[config.mk]
export PLATFORM = sky130hd
export DESIGN_NAME = neighbor_color_vote
export DESIGN_NICKNAME = d
export VERILOG_FILES = /design/src/rtl/core/nbv_pkg.sv /design/src/rtl/core/nbv_cell.sv /design/src/rtl/core/nbv_rem.sv /design/src/rtl/core/neighbor_color_vote.sv
export SDC_FILE = /design/constraint.sdc
export NUM_CORES = 1
export LEC_CHECK = 0
export ABC_AREA = 0
export BUFFER_PORTS_ARGS = -buffer_cell sky130_fd_sc_hd__buf_2
export CAP_MARGIN = 20
export CELL_PAD_IN_SITES_DETAIL_PLACEMENT = 0
export CELL_PAD_IN_SITES_GLOBAL_PLACEMENT = 1
export CORE_AREA = 2 2 221 223
export CTS_BUF_LIST = sky130_fd_sc_hd__clkbuf_4 sky130_fd_sc_hd__clkbuf_8
export DETAILED_ROUTE_END_ITERATION = 6
export DIE_AREA = 0 0 223 225
export PLACE_DENSITY = 0.95
export SYNTH_ARGS = -nofsm -noshare
export SYNTH_HDL_FRONTEND = slang
export SYNTH_SLANG_ARGS = --single-unit
[constraint.sdc]
create_clock -name clk -period 44.5 [get_ports clk]
set_input_delay 4.45 -clock clk [delete_from_list [all_inputs] [get_ports clk]]
set_output_delay 4.45 -clock clk [all_outputs]
set_load 0.01 [all_outputs]
[src/rtl/core/nbv_pkg.sv]
// Shared types, codes and constants for the neighbour colour vote block.
// Used by nbv_cell, nbv_rem and neighbor_color_vote; depends on nothing.
`default_nettype none

package nbv_pkg;

  typedef logic [7:0] color_t;

  // Default sizing
  localparam int SET_DEPTH_DEF  = 32;
  localparam int TICK_WIDTH_DEF = 32;

  // Configuration port
  localparam int CFG_INDEX_W = 3;
  localparam int CFG_DATA_W  = 16;

  localparam logic [CFG_INDEX_W-1:0] CFG_DISTANCE_LIMIT  = 3'd0;
  localparam logic [CFG_INDEX_W-1:0] CFG_UPDATE_PERIOD   = 3'd1;
  localparam logic [CFG_INDEX_W-1:0] CFG_TRANSMIT_PERIOD = 3'd2;
  localparam logic [CFG_INDEX_W-1:0] CFG_INITIAL_COLOR   = 3'd3;
  localparam logic [CFG_INDEX_W-1:0] CFG_UPDATE_PHASE    = 3'd4;
  localparam logic [CFG_INDEX_W-1:0] CFG_TRANSMIT_PHASE  = 3'd5;

  // Register reset values
  localparam logic [7:0]  RST_DISTANCE_LIMIT  = 8'd100;
  localparam logic [15:0] RST_UPDATE_PERIOD   = 16'd64;
  localparam logic [15:0] RST_TRANSMIT_PERIOD = 16'd16;
  localparam color_t      RST_INITIAL_COLOR   = 8'd0;
  localparam logic [5:0]  RST_UPDATE_PHASE    = 6'd0;
  localparam logic [5:0]  RST_TRANSMIT_PHASE  = 6'd0;

  // Action codes of an input word
  localparam logic [1:0] ACT_RECEIVE = 2'd0;
  localparam logic [1:0] ACT_TICK    = 2'd1;
  localparam logic [1:0] ACT_POLL    = 2'd2;

  // Remainder unit: one quotient bit per cycle over the random byte
  localparam int REM_STEPS = 8;
  localparam logic [2:0] REM_LAST = 3'(REM_STEPS - 1);

  typedef enum logic [2:0] {
    ST_IDLE,
    ST_EXEC,
    ST_INSERT,
    ST_TICK,
    ST_DIV,
    ST_PICK,
    ST_DONE
  } state_t;

  // Control handed to every cell of the set chain
  typedef struct packed {
    logic   shift;
    color_t probe;
  } cell_ctrl_t;

  // LED code: (colour mod 63) + 1, as 2-bit red, green, blue fields.
  // 64 is 1 mod 63, so fold the top two bits onto the low six.
  function automatic logic [5:0] rgb_code(input color_t color);
    logic [6:0] folded;
    logic [5:0] residue;
    folded  = 7'(color[7:6]) + 7'(color[5:0]);
    residue = (folded >= 7'd63) ? 6'(folded - 7'd63) : folded[5:0];
    return residue + 6'd1;
  endfunction

endpackage

`default_nettype wire

[src/rtl/core/nbv_cell.sv]
// One cell of the colour set chain: holds an entry, passes it to its neighbour
// on insert, and answers the duplicate probe and the pick. Uses nbv_pkg.
`default_nettype none

module nbv_cell #(
  parameter int CW    = 6,
  parameter int IW    = 5,
  parameter int INDEX = 0
) (
  input  wire                 clk,
  input  nbv_pkg::cell_ctrl_t ctrl,
  input  nbv_pkg::color_t     shift_in,
  input  wire  [CW-1:0]       count,
  input  wire  [IW-1:0]       pick,
  output nbv_pkg::color_t     value,
  output logic                hit,
  output nbv_pkg::color_t     pick_val
);
  import nbv_pkg::*;

  localparam logic [CW-1:0] POS   = CW'(INDEX);
  localparam logic [IW-1:0] SLOT  = IW'(INDEX);

  logic live;

  always_ff @(posedge clk) begin
    if (ctrl.shift) begin
      value <= shift_in;
    end
  end

  assign live     = POS < count;
  assign hit      = live && (value == ctrl.probe);
  assign pick_val = (pick == SLOT) ? value : '0;

endmodule

`default_nettype wire

[src/rtl/core/nbv_rem.sv]
// Restoring remainder unit: random byte modulo the set size, one bit a cycle.
// Uses nbv_pkg for the step count.
`default_nettype none

module nbv_rem #(
  parameter int CW = 6
) (
  input  wire                clk,
  input  wire                rst,
  input  wire                start,
  input  nbv_pkg::color_t    dividend,
  input  wire  [CW-1:0]      divisor,
  output logic               done,
  output logic [CW-1:0]      rem
);
  import nbv_pkg::*;

  logic          busy;
  logic [2:0]    step;
  color_t        dvd;
  logic [CW:0]   trial;
  logic [CW-1:0] rem_next;

  // Shift in the next dividend bit, subtract where it fits
  always_comb begin
    trial    = {rem, dvd[7]};
    rem_next = (trial >= {1'b0, divisor}) ? CW'(trial - {1'b0, divisor}) : trial[CW-1:0];
  end

  always_ff @(posedge clk) begin
    if (rst) begin
      busy <= 1'b0;
      done <= 1'b0;
      step <= '0;
    end else begin
      done <= 1'b0;
      if (start) begin
        busy <= 1'b1;
        step <= '0;
        rem  <= '0;
        dvd  <= dividend;
      end else if (busy) begin
        rem  <= rem_next;
        dvd  <= {dvd[6:0], 1'b0};
        step <= step + 3'd1;
        if (step == REM_LAST) begin
          busy <= 1'b0;
          done <= 1'b1;
        end
      end
    end
  end

endmodule

`default_nettype wire

[src/rtl/core/neighbor_color_vote.sv]
// Neighbour colour vote: top level with control sequencer, timers and output word.
// Depends on nbv_pkg, nbv_cell and nbv_rem.
//
// Usage: one input word per handshake (in_valid high, in_stall low) carries an
// action: receive (colour and distance), tick (random byte) or transmit poll.
// Each word gives exactly one output word on out_valid/out_stall, holding the
// grant flag, current colour, adoption flag, LED levels, set size and overflow.
// The distinct colours live in a chain of SET_DEPTH cells; a new colour enters
// the first cell and every held colour moves one cell on. The duplicate check
// probes all cells at once.
// Steps per word: receive runs exec, insert, done; poll and action three run exec,
// done; tick runs exec, tick, done, and an adopting tick adds the remainder unit,
// which reduces the random byte by the set size, and pick. One word is in flight
// at a time; in_stall is low only while the sequencer is idle. A finished word
// waits in the output register while the next input word is taken; when out_stall
// holds, the sequencer waits at its last step. Reset (rst, synchronous) returns
// the registers to their defaults, clears the set and tick counter and loads colour
// and marks from the defaults. The configuration port writes one register per
// cycle with cfg_we; the user must write only while idle, unenforced by the block.
`default_nettype none

module neighbor_color_vote #(
  parameter int SET_DEPTH  = nbv_pkg::SET_DEPTH_DEF,
  parameter int TICK_WIDTH = nbv_pkg::TICK_WIDTH_DEF
) (
  input  wire                             clk,
  input  wire                             rst,
  input  wire                             cfg_we,
  input  wire  [nbv_pkg::CFG_INDEX_W-1:0] cfg_index,
  input  wire  [nbv_pkg::CFG_DATA_W-1:0]  cfg_data,
  input  wire                             in_valid,
  output logic                            in_stall,
  input  wire  [1:0]                      action,
  input  wire  [7:0]                      rx_color,
  input  wire  [7:0]                      rx_distance,
  input  wire  [7:0]                      random_value,
  output logic                            out_valid,
  input  wire                             out_stall,
  output logic                            message_valid,
  output logic [7:0]                      message_color,
  output logic                            color_changed,
  output logic [1:0]                      red_level,
  output logic [1:0]                      green_level,
  output logic [1:0]                      blue_level,
  output logic [5:0]                      set_count,
  output logic                            set_overflow
);
  import nbv_pkg::*;

  localparam int CW = $clog2(SET_DEPTH + 1);
  localparam int IW = (SET_DEPTH > 1) ? $clog2(SET_DEPTH) : 1;
  localparam int EW = (TICK_WIDTH > 16) ? TICK_WIDTH : 16;
  localparam logic [CW-1:0] DEPTH_C = CW'(SET_DEPTH);

  // Configuration registers
  logic [7:0]  distance_limit;
  logic [15:0] update_period;
  logic [15:0] transmit_period;

  // Block state
  state_t                state, state_next;
  color_t                current_color;
  logic [CW-1:0]         count;
  logic [TICK_WIDTH-1:0] tick;
  logic [TICK_WIDTH-1:0] update_mark;
  logic [TICK_WIDTH-1:0] transmit_mark;

  // Latched input word and per-word flags
  logic [1:0] op;
  color_t     rx_col;
  color_t     rx_dist;
  color_t     rnd;
  logic       in_range;
  logic       match;
  logic       flag_valid;
  logic       flag_changed;
  logic       flag_ovf;
  logic [IW-1:0] sel_pos;

  // Sequencer strobes
  logic shift_en;
  logic div_start;
  logic load_out;

  // Timers
  logic [TICK_WIDTH-1:0] upd_diff;
  logic [TICK_WIDTH-1:0] tx_diff;
  logic                  upd_elapsed;
  logic                  tx_elapsed;

  // Cell chain
  cell_ctrl_t cell_ctrl;
  color_t     cell_val  [SET_DEPTH];
  color_t     cell_pick [SET_DEPTH];
  logic [SET_DEPTH-1:0] hit_vec;
  logic       hit_any;
  color_t     pick_any;

  // Remainder unit
  logic          div_done;
  logic [CW-1:0] div_rem;
  logic [CW-1:0] pos_full;

  logic [CW+5:0] count_ext;
  logic [5:0]    rgb;

  assign upd_diff    = tick - update_mark;
  assign tx_diff     = tick - transmit_mark;
  assign upd_elapsed = EW'(upd_diff) > EW'(update_period);
  assign tx_elapsed  = EW'(tx_diff) > EW'(transmit_period);

  assign cell_ctrl.shift = shift_en;
  assign cell_ctrl.probe = rx_col;

  genvar gi;
  generate
    for (gi = 0; gi < SET_DEPTH; gi++) begin : g_cell
      color_t chain_in;
      if (gi == 0) begin : g_head
        assign chain_in = rx_col;
      end else begin : g_link
        assign chain_in = cell_val[gi-1];
      end
      nbv_cell #(
        .CW    (CW),
        .IW    (IW),
        .INDEX (gi)
      ) u_cell (
        .clk      (clk),
        .ctrl     (cell_ctrl),
        .shift_in (chain_in),
        .count    (count),
        .pick     (sel_pos),
        .value    (cell_val[gi]),
        .hit      (hit_vec[gi]),
        .pick_val (cell_pick[gi])
      );
    end
  endgenerate

  always_comb begin
    hit_any  = |hit_vec;
    pick_any = '0;
    for (int i = 0; i < SET_DEPTH; i++) begin
      pick_any = pick_any | cell_pick[i];
    end
  end

  nbv_rem #(
    .CW (CW)
  ) u_rem (
    .clk      (clk),
    .rst      (rst),
    .start    (div_start),
    .dividend (rnd),
    .divisor  (count),
    .done     (div_done),
    .rem      (div_rem)
  );

  // Oldest colour sits deepest in the chain
  assign pos_full = count - CW'(1) - div_rem;

  assign count_ext = {6'd0, count};
  assign rgb       = rgb_code(current_color);
  assign in_stall  = (state != ST_IDLE);

  always_ff @(posedge clk) begin
    if (rst) begin
      state <= ST_IDLE;
    end else begin
      state <= state_next;
    end
  end

  always_comb begin
    state_next = state;
    shift_en   = 1'b0;
    div_start  = 1'b0;
    load_out   = 1'b0;
    case (state)
      ST_IDLE: begin
        if (in_valid) begin
          state_next = ST_EXEC;
        end
      end
      ST_EXEC: begin
        case (op)
          ACT_RECEIVE: state_next = ST_INSERT;
          ACT_TICK:    state_next = ST_TICK;
          default:     state_next = ST_DONE;
        endcase
      end
      ST_INSERT: begin
        if (in_range && !match && (count < DEPTH_C)) begin
          shift_en = 1'b1;
        end
        state_next = ST_DONE;
      end
      ST_TICK: begin
        if (upd_elapsed && (count != '0)) begin
          div_start  = 1'b1;
          state_next = ST_DIV;
        end else begin
          state_next = ST_DONE;
        end
      end
      ST_DIV: begin
        if (div_done) begin
          state_next = ST_PICK;
        end
      end
      ST_PICK: state_next = ST_DONE;
      ST_DONE: begin
        if (!out_valid || !out_stall) begin
          load_out   = 1'b1;
          state_next = ST_IDLE;
        end
      end
      default: state_next = ST_IDLE;
    endcase
  end

  always_ff @(posedge clk) begin
    if (rst) begin
      distance_limit  <= RST_DISTANCE_LIMIT;
      update_period   <= RST_UPDATE_PERIOD;
      transmit_period <= RST_TRANSMIT_PERIOD;
      current_color   <= RST_INITIAL_COLOR;
      update_mark     <= TICK_WIDTH'(RST_UPDATE_PHASE);
      transmit_mark   <= TICK_WIDTH'(RST_TRANSMIT_PHASE);
      count           <= '0;
      tick            <= '0;
      out_valid       <= 1'b0;
    end else begin
      if (cfg_we) begin
        case (cfg_index)
          CFG_DISTANCE_LIMIT:  distance_limit  <= cfg_data[7:0];
          CFG_UPDATE_PERIOD:   update_period   <= cfg_data;
          CFG_TRANSMIT_PERIOD: transmit_period <= cfg_data;
          CFG_INITIAL_COLOR:   current_color   <= cfg_data[7:0];
          CFG_UPDATE_PHASE:    update_mark     <= TICK_WIDTH'(cfg_data[5:0]);
          CFG_TRANSMIT_PHASE:  transmit_mark   <= TICK_WIDTH'(cfg_data[5:0]);
          default: ;
        endcase
      end

      if (state == ST_IDLE && in_valid) begin
        op           <= action;
        rx_col       <= rx_color;
        rx_dist      <= rx_distance;
        rnd          <= random_value;
        flag_valid   <= 1'b0;
        flag_changed <= 1'b0;
        flag_ovf     <= 1'b0;
      end

      case (state)
        ST_EXEC: begin
          in_range <= (rx_dist <= distance_limit);
          match    <= hit_any;
          if (op == ACT_TICK) begin
            tick <= tick + TICK_WIDTH'(1);
          end
          if (op == ACT_POLL && tx_elapsed) begin
            transmit_mark <= tick;
            flag_valid    <= 1'b1;
          end
        end
        ST_INSERT: begin
          if (in_range && !match) begin
            if (count < DEPTH_C) begin
              count <= count + CW'(1);
            end else begin
              flag_ovf <= 1'b1;
            end
          end
        end
        ST_TICK: begin
          if (upd_elapsed) begin
            update_mark <= tick;
          end
        end
        ST_DIV: begin
          if (div_done) begin
            sel_pos <= pos_full[IW-1:0];
          end
        end
        ST_PICK: begin
          current_color <= pick_any;
          count         <= '0;
          flag_changed  <= 1'b1;
        end
        default: ;
      endcase

      if (load_out) begin
        out_valid <= 1'b1;
      end else if (!out_stall) begin
        out_valid <= 1'b0;
      end
    end
  end

  // Output word; payload holds while stalled
  always_ff @(posedge clk) begin
    if (load_out) begin
      message_valid <= flag_valid;
      message_color <= current_color;
      color_changed <= flag_changed;
      red_level     <= rgb[5:4];
      green_level   <= rgb[3:2];
      blue_level    <= rgb[1:0];
      set_count     <= count_ext[5:0];
      set_overflow  <= flag_ovf;
    end
  end

  a_count_bound: assert property (@(posedge clk) disable iff (rst)
    count <= DEPTH_C)
    else $error("set count beyond depth");

  a_adopt_clears: assert property (@(posedge clk) disable iff (rst)
    (out_valid && color_changed) |-> (set_count == 6'd0))
    else $error("adopting word reports a non-empty set");

  a_flags_exclusive: assert property (@(posedge clk) disable iff (rst)
    out_valid |-> !(message_valid && color_changed) && !(message_valid && set_overflow))
    else $error("output word carries flags of two actions");

  a_rem_in_div: assert property (@(posedge clk) disable iff (rst)
    div_done |-> (state == ST_DIV))
    else $error("remainder finished outside its step");

endmodule

`default_nettype wire
* After elaboration in Yosys (flattened, before gate mapping) *
Cells that the tools add are included.

storage, ports and cells
  bits in registers = 488
  output and inout port bits = 25
  memories kept = 0
  input port bits = 50
  word-level logic and storage cells = 375
  bits in writable memories = 0
  memory bits (read-only) = 0
  latch bits = 0

operators by class
  reduce and logical (&&, ||, !) cells = 68
  shifts and indexed selects = 0
  mux-type cells = 77
  equality and inequality tests = 83
  bitwise logic cells = 33
  order comparisons = 38
  add/sub/neg operators = 11
  divide/modulo/power cells = 0
  $mul = 0

operator list
  operator               number
  $mux 8                 37
  $eq 8x8->1             32
  $mux 32                8
  $or 8x8->8             31
  $lt 5x6->1 const A     16
  $eq 5x5->1 const B     16
  $gt 32x16->1           2
  $sub 32x32->32         2
  $lt 4x6->1 const A     8
  $eq 5x4->1 const B     8
  $logic_and 1x1->1      37
  $add 32x1->32 const B  1
  $reduce_or 32->1       1
  $mux 6                 5
  $lt 3x6->1 const A     4
  $eq 5x3->1 const B     4
  $mux 1                 20
  $eq 3x3->1 const B     6
  $pmux 3 s6             1
  $reduce_and 2->1       9
  $add 6x1->6 const B    2
  $eq 3x2->1 const B     4
  $lt 1x6->1 const A     2
  $lt 2x6->1 const A     2
  33 further kinds       52

* Depth between registers and ports, before layout *
  word-level depth = 34
  depth in mapped cells = 23

* Modules after synthesis *
From an unflattened synthesis, not the netlist that was laid out.

unflattened totals
  cells, all modules = 2,699
  area, all modules = 28,182.0 µm²

by module, submodules not included
  module                            seq. area each (µm²)  area an instance (µm²)  times used  cells each
  neighbor_color_vote               4,854.7               13,865.8                1           1,626
  nbv_rem                           520.5                 1,084.8                 1           93
  nbv_cell (g_cell[22].u_cell ...)  240.2                 430.4                   2           31
  nbv_cell (g_cell[21].u_cell ...)  240.2                 429.2                   2           31
  nbv_cell (g_cell[12].u_cell ...)  240.2                 417.9                   2           31
  nbv_cell (g_cell[0].u_cell ...)   240.2                 412.9                   2           31
  nbv_cell (g_cell[19].u_cell ...)  240.2                 412.9                   2           30
  nbv_cell (g_cell[16].u_cell ...)  240.2                 411.6                   2           30
  nbv_cell (g_cell[3].u_cell ...)   240.2                 410.4                   2           30
  nbv_cell (g_cell[13].u_cell ...)  240.2                 401.6                   2           30
  nbv_cell (g_cell[30].u_cell)      240.2                 430.4                   1           32
  nbv_cell (g_cell[18].u_cell)      240.2                 427.9                   1           31
  nbv_cell (g_cell[6].u_cell)       240.2                 420.4                   1           31
  nbv_cell (g_cell[20].u_cell)      240.2                 419.2                   1           32
  12 more rows                      --                    --                      --          --

* Least setup slack after synthesis *
No wires, ideal clock.

  path type = flip-flop to flip-flop
  from = reg state[0]
  to = reg count[2]
  setup time = 0.140 ns
  cell stages (with the launch flop) = 6
  data arrival time = 27.008 ns
  data required time = 44.360 ns
  path buffers = 1
  slack = 17.352 ns
  path through = dfxtp_1 > clkbuf_1 > nor4_1 > nand2_1 > xnor2_1 > nor3_1

between the ends
  word-level cells in the longest chain between the ends = 3
  elaborated cells between the ends (all ways) = 7
  classes of those cells = 4 x eq/ne; 1 x mux; 2 x reduce/logical

ends and longest elaborated chain
  element                                                           line                        text
  from (decl)                                                       neighbor_color_vote.sv:61   state_t state, state_next;
  from (signal assigned)                                            neighbor_color_vote.sv:172  state <= state_next;
  $eq 3x2->1 / $eq 3x3->1 (equally long branches)                   neighbor_color_vote.sv:258  case (state)
  $ne 2x2->1 (no line) / $reduce_bool 2->1 (equally long branches)  --
  $reduce_and 3->1 (no line)                                        --
  to (signal assigned)                                              neighbor_color_vote.sv:273  count <= count + CW'(1);
  to (decl)                                                         neighbor_color_vote.sv:63   logic [CW-1:0] count;

Several ways; a longest one is shown, not always the timed one.
A chain may end at the register's enable or synchronous reset.

* Worst setup path after layout *
  from = reg tick[0]
  to = reg u_rem.rem[2] (enable)

between the ends
  word-level cells in the longest chain between the ends = 7

ends and longest elaborated chain
  element                      line                        text
  from (decl)                  neighbor_color_vote.sv:64   logic [TICK_WIDTH-1:0] tick;
  from (signal assigned)       neighbor_color_vote.sv:263  tick <= tick + TICK_WIDTH'(1);
  $sub 32x32->32               neighbor_color_vote.sv:107  assign upd_diff = tick - update_mark;
  $gt 32x16->1                 neighbor_color_vote.sv:109  assign upd_elapsed = EW'(upd_diff) > EW'(update_period);
  $logic_and 1x1->1            neighbor_color_vote.sv:201  if (upd_elapsed && (count != '0)) begin
  $mux 1                       neighbor_color_vote.sv:201
  $mux 1                       neighbor_color_vote.sv:181  case (state)
  $reduce_bool 2->1 (no line)  --
  $reduce_and 2->1 (no line)   --
  to (signal assigned)         nbv_rem.sv:43               rem <= rem_next;
  to (decl)                    nbv_rem.sv:14               output logic [CW-1:0] rem

Every way passes these cells.

==> insert_results.sql <==
INSERT INTO impl_metrics (metric_group, metric, value, unit) VALUES
('yosys', 'postSynthAreaPerCell', '10.4', 'µm²'),
('routing', 'final_wirelength', '83400', 'µm'),
('cells_and_area', 'layout.cell_area.non_filler', '29200', 'µm²'),
('pwr', 'power_leakage', '10.7', 'nW'),
('routing', 'number_of_remaining_drc_errors', '0', ''),
('routing', 'detail_route.vias_per_cell', '6.29', ''),
('yosys', 'postSynthCellCount', '2544', ''),
('sta', 'grt_setup_unrepaired', 'no', ''),
('floorplanning', 'placement_rows', '80', ''),
('cts', 'cts_resized', '0', ''),
('placed_design', 'portBuffers', '74', ''),
('yosys', 'proportion_of_synthesized_flip_flops_having_asynchronous_set_or_reset', '0', '%'),
('sta', 'totalNegativeSetupSlack', '0', 'ns'),
('sta', 'worst_clock_skew', '0.0303', 'ns'),
('routing', 'dr.first_iter.drc_count', '2068', ''),
('sta', 'transition_time_at_the_pin_with_the_least_slew_margin', '1.26', 'ns'),
('yosys', 'synth.lib_cells_used.distinct', '78', ''),
('floorplanning', 'die_h', '225', 'µm'),
('yosys', 'ys_seq_area_share', '49.3', '%'),
('yosys', 'number_of_synthesized_register_bits', '488', ''),
('sta', 'post-route-period-util', '13.9', '%'),
('cts', 'cts.path.max_buffers', '3', ''),
('placed_design', 'postPlaceCellArea', '27500', 'µm²'),
('cts', 'post-cts-setup-buffers', '0', ''),
('global_route', 'grt_pass1_vias', '20100', ''),
('routing', 'route.antenna.remaining_nets', '0', ''),
('yosys', 'synth.largest_area_cell', 'sky130_fd_sc_hd__edfxtp_1', ''),
('yosys', 'yosys_warnings', '0', ''),
('cts', 'cts_made_buffers', '82', ''),
('yosys', 'yosys-top-cells-area', 'sky130_fd_sc_hd__edfxtp_1 (37%), sky130_fd_sc_hd__dfxtp_1 (12%), sky130_fd_sc_hd__xor2_1 (6.1%)', ''),
('global_route', 'grt_start_max_net_pins', '202', ''),
('floorplanning', 'start_util', '55.7', '%'),
('cts', 'cts_tree', 'yes', ''),
('global_route', 'antenna_found_initial', '1', ''),
('cells_and_area', 'layout_net_count', '2806', ''),
('sta', 'max_slew_margin', '15.4', '%'),
('floorplanning', 'core_region_area', '47500', 'µm²'),
('sta', 'slew_viol_final', '0', ''),
('placed_design', 'globalplace.congestion', '0.989', ''),
('floorplanning', 'pin_count', '75', ''),
('yosys', 'synth-main-ff-cell', 'sky130_fd_sc_hd__edfxtp_1', ''),
('setup_path', 'worstSetupPathType', 'reg -> reg', ''),
('cts', 'cts-hold-fix-buffers', '0', ''),
('pwr', 'ir_drop', '0.0000405', 'V'),
('global_route', 'overflow', '0', ''),
('setup_path', 'setup.worst_path.end_class', 'flip-flop', ''),
('setup_path', 'cp.required', '44.84', 'ns'),
('yosys', 'synthesis.nets', '2720', ''),
('sta', 'timing.fmax', '162', 'MHz'),
('setup_path', 'worst-path-max-fanout', '20', ''),
('pwr', 'power_density', '36.5', 'nW/µm²'),
('cells_and_area', 'drive_above_1_share', '10.3', '%'),
('status', 'run_status', 'completed', ''),
('cts', 'cts.root.buffer_cell', 'sky130_fd_sc_hd__clkbuf_8', ''),
('flow_run', 'max_cap_viol_count', '0', ''),
('cts', 'htree_num_levels', '3', ''),
('yosys', 'synth.top_cell.area_share', '37.3', '%'),
('cts', 'clock_insertion_delay_worst_skew', '0.68', 'ns'),
('sta', 'setup_viol', '0', ''),
('worst_hold_path', 'min_path_type', 'reg -> reg', ''),
('cells_and_area', 'num_antenna_cells', '0', ''),
('global_route', 'grt.total_usage', '33.1', '%'),
('yosys', 'synth_edf_count', '329', ''),
('yosys', 'post_synth_instance_area', '26500', 'µm²'),
('sta', 'period_minus_slack', '6.17', 'ns'),
('global_route', 'grt_pass1_wl', '123000', 'µm'),
('sta', 'timing.final.hold_violations', '0', ''),
('floorplanning', 'dieWidth', '223', 'µm'),
('routing', 'route.detailed.wl_per_inst', '25.2', 'µm'),
('floorplanning', 'die_area', '50200', 'µm²'),
('routing', 'detailed_route_via_count', '20800', ''),
('routing', 'pre_repair_dr_iteration_count', '6', ''),
('placed_design', 'place_hpwl', '62800', 'µm'),
('cts', 'sink_count_of_the_clock_tree', '488', ''),
('setup_path', 'worst-endpoint-arrival', '6.50', 'ns'),
('cells_and_area', 'layout_area_overhead', '10.3', '%'),
('cts', 'clkTransAtPathRegs', '0.06', 'ns'),
('setup_path', 'startpoint_type', 'flip-flop', '');
==> where the power goes <==
| group | internal, W | switching [W] | total [W] |
|---|---|---|---|
| registers | 0.000500 | 0.0000146 | 0.000515 |
| clock network | 0.000232 | 0.000190 | 0.000421 |
| logic | 0.0000470 | 0.0000825 | 0.000130 |
| total | 0.000779 | 0.000287 | 0.00107 |
==> state kept, by name, summed over array words and instances (netlist names), 16 cells and up <==
name	flops
g_cell.u_cell.value	256
tick	32
transmit_mark	32
update_mark	32
transmit_period	16
update_period	16
==> critical path, cell delays in order (launching register included) <==
cell and delay [ns]:
sky130_fd_sc_hd__dfxtp_1 0.35, sky130_fd_sc_hd__inv_1 0.15, sky130_fd_sc_hd__ha_1 0.18, sky130_fd_sc_hd__inv_1 0.05, sky130_fd_sc_hd__fa_1 0.40, sky130_fd_sc_hd__a21o_1 0.23, sky130_fd_sc_hd__a221oi_2 0.43, sky130_fd_sc_hd__o21ai_1 0.26
sky130_fd_sc_hd__a21o_1 0.22, sky130_fd_sc_hd__a21oi_1 0.17, sky130_fd_sc_hd__xnor2_1 0.09, sky130_fd_sc_hd__ha_1 0.20, sky130_fd_sc_hd__a211o_1 0.27, sky130_fd_sc_hd__o211ai_1 0.08, sky130_fd_sc_hd__a21oi_1 0.10, sky130_fd_sc_hd__o211ai_1 0.21
sky130_fd_sc_hd__a32oi_1 0.23, sky130_fd_sc_hd__nor4_1 0.27, sky130_fd_sc_hd__nand4_1 0.15, sky130_fd_sc_hd__nor4_2 0.90, sky130_fd_sc_hd__a211o_1 0.20, sky130_fd_sc_hd__nor2_1 0.04, sky130_fd_sc_hd__buf_4 0.22, sky130_fd_sc_hd__o21a_1 0.40
==> per-layer routing <==
metal	up-vias	share of wire [%]	global-route usage, %	routed length (µm)
met5	-	0.016	0	13
met4	2	5.9	19.8	4930
met3	231	7.6	4.99	6300
met2	959	46	53.5	38700
met1	10100	40	42.4	33400
li1	9479	-	-	-
==> synth_stat cells (5+ instances only) <==
cell type and number:
sky130_fd_sc_hd__o211ai_1 23, sky130_fd_sc_hd__nand3_1 61, sky130_fd_sc_hd__and4_1 6, sky130_fd_sc_hd__buf_1 22
sky130_fd_sc_hd__nor2_1 160, sky130_fd_sc_hd__nand2_1 254, sky130_fd_sc_hd__a31oi_1 15, sky130_fd_sc_hd__clkbuf_1 73
sky130_fd_sc_hd__mux2i_1 42, sky130_fd_sc_hd__nor3_1 43, sky130_fd_sc_hd__o22ai_1 5, sky130_fd_sc_hd__and2_1 11
sky130_fd_sc_hd__a21oi_1 179, sky130_fd_sc_hd__a211o_1 6, sky130_fd_sc_hd__edfxtp_1 329, sky130_fd_sc_hd__a211oi_1 16
sky130_fd_sc_hd__mux2_2 14, sky130_fd_sc_hd__a222oi_1 9, sky130_fd_sc_hd__and3_1 13, sky130_fd_sc_hd__dfxtp_1 159
sky130_fd_sc_hd__nand2b_1 14, sky130_fd_sc_hd__xor2_1 186, sky130_fd_sc_hd__ha_1 121, sky130_fd_sc_hd__o21bai_1 9
sky130_fd_sc_hd__inv_1 134, sky130_fd_sc_hd__a21o_1 28, sky130_fd_sc_hd__a22o_1 26, sky130_fd_sc_hd__nor2b_1 19
sky130_fd_sc_hd__a2111oi_0 7, sky130_fd_sc_hd__nor4_1 41, sky130_fd_sc_hd__fa_1 5, sky130_fd_sc_hd__a221oi_1 34
sky130_fd_sc_hd__o21ai_0 50, sky130_fd_sc_hd__o21ai_1 7, sky130_fd_sc_hd__o21a_1 13, sky130_fd_sc_hd__xnor2_1 165
sky130_fd_sc_hd__nand3b_1 35, sky130_fd_sc_hd__or2_2 6, sky130_fd_sc_hd__or3_1 7, sky130_fd_sc_hd__a21boi_0 5
sky130_fd_sc_hd__o2111ai_1 5, sky130_fd_sc_hd__a22oi_1 54, sky130_fd_sc_hd__nand4_1 67, sky130_fd_sc_hd__o31ai_1 5
==> area by class of cell <==
cell class	instances	area (µm²)
multi-input cells	1820	12600
fillers	3903	18300
clock inverters	27	220
flip-flops and latches	488	13100
repair buffers	101	596
well taps	615	769
clock buffers	120	1480
inverters	137	514
==> final timing paths <==
check | start | endpoint | slack [ns] | cells after the start
worst min register to register | flag_changed$_SDFFCE_PP1P_ | color_changed$_DFFE_PP_ | 0.42 | 0
worst max-delay path | tick[0]$_SDFFE_PP0P_ | u_rem.rem[2]$_SDFFCE_PP0P_ | 38.33 | 23
worst min-delay path | flag_changed$_SDFFCE_PP1P_ | color_changed$_DFFE_PP_ | 0.42 | 0
worst max register to register | tick[0]$_SDFFE_PP0P_ | u_rem.rem[2]$_SDFFCE_PP0P_ | 38.33 | 23
==> cells in the final DEF (no fill, tap or decap), types with 61 or more instances in the layout <==
cell                         n
sky130_fd_sc_hd__edfxtp_1  329
sky130_fd_sc_hd__nand2_1   254
sky130_fd_sc_hd__xor2_1    186
sky130_fd_sc_hd__a21oi_1   178
sky130_fd_sc_hd__xnor2_1   165
sky130_fd_sc_hd__nor2_1    159
sky130_fd_sc_hd__dfxtp_1   159
sky130_fd_sc_hd__inv_1     134
sky130_fd_sc_hd__ha_1      121
sky130_fd_sc_hd__clkbuf_8   93
sky130_fd_sc_hd__buf_2      73
sky130_fd_sc_hd__nand4_1    67
sky130_fd_sc_hd__nand3_1    61
==> metrics by stage <==
stage	total power (W)	hold WS [ns]	worst slack [ns]	util (%)	instances
6_report	0.00107	0.419	38.33	61.5	3308
3_3_place_gp	0.000648	0.408	37.98	57.8	3158
4_1_cts	0.00107	0.421	38.36	61.4	3306
3_5_place_dp	0.000652	0.407	37.94	57.8	3159
5_1_grt	0.00110	0.435	37.97	61.5	3308
2_1_floorplan	0.000614	0.400	17.35	-	2544
==> logic make-up (layout without fill, tap and decap cells) <==
family / Yosys count / count (layout) / share of synthesized area, %
xor gates and xnor gates: 351 / 351 / 11.6
AOI/OAI and AO/OA: 534 / 534 / 13.7
adders and majority gates: 127 / 127 / 6.13
DFF: 488 / 488 / 49.3
muxes: 58 / 58 / 2.27
buffers and inverters: 236 / 385 / 3.40
and+or+nand+nor: 750 / 750 / 13.6
No activity file was read; power rests on OpenSTA's default activity.
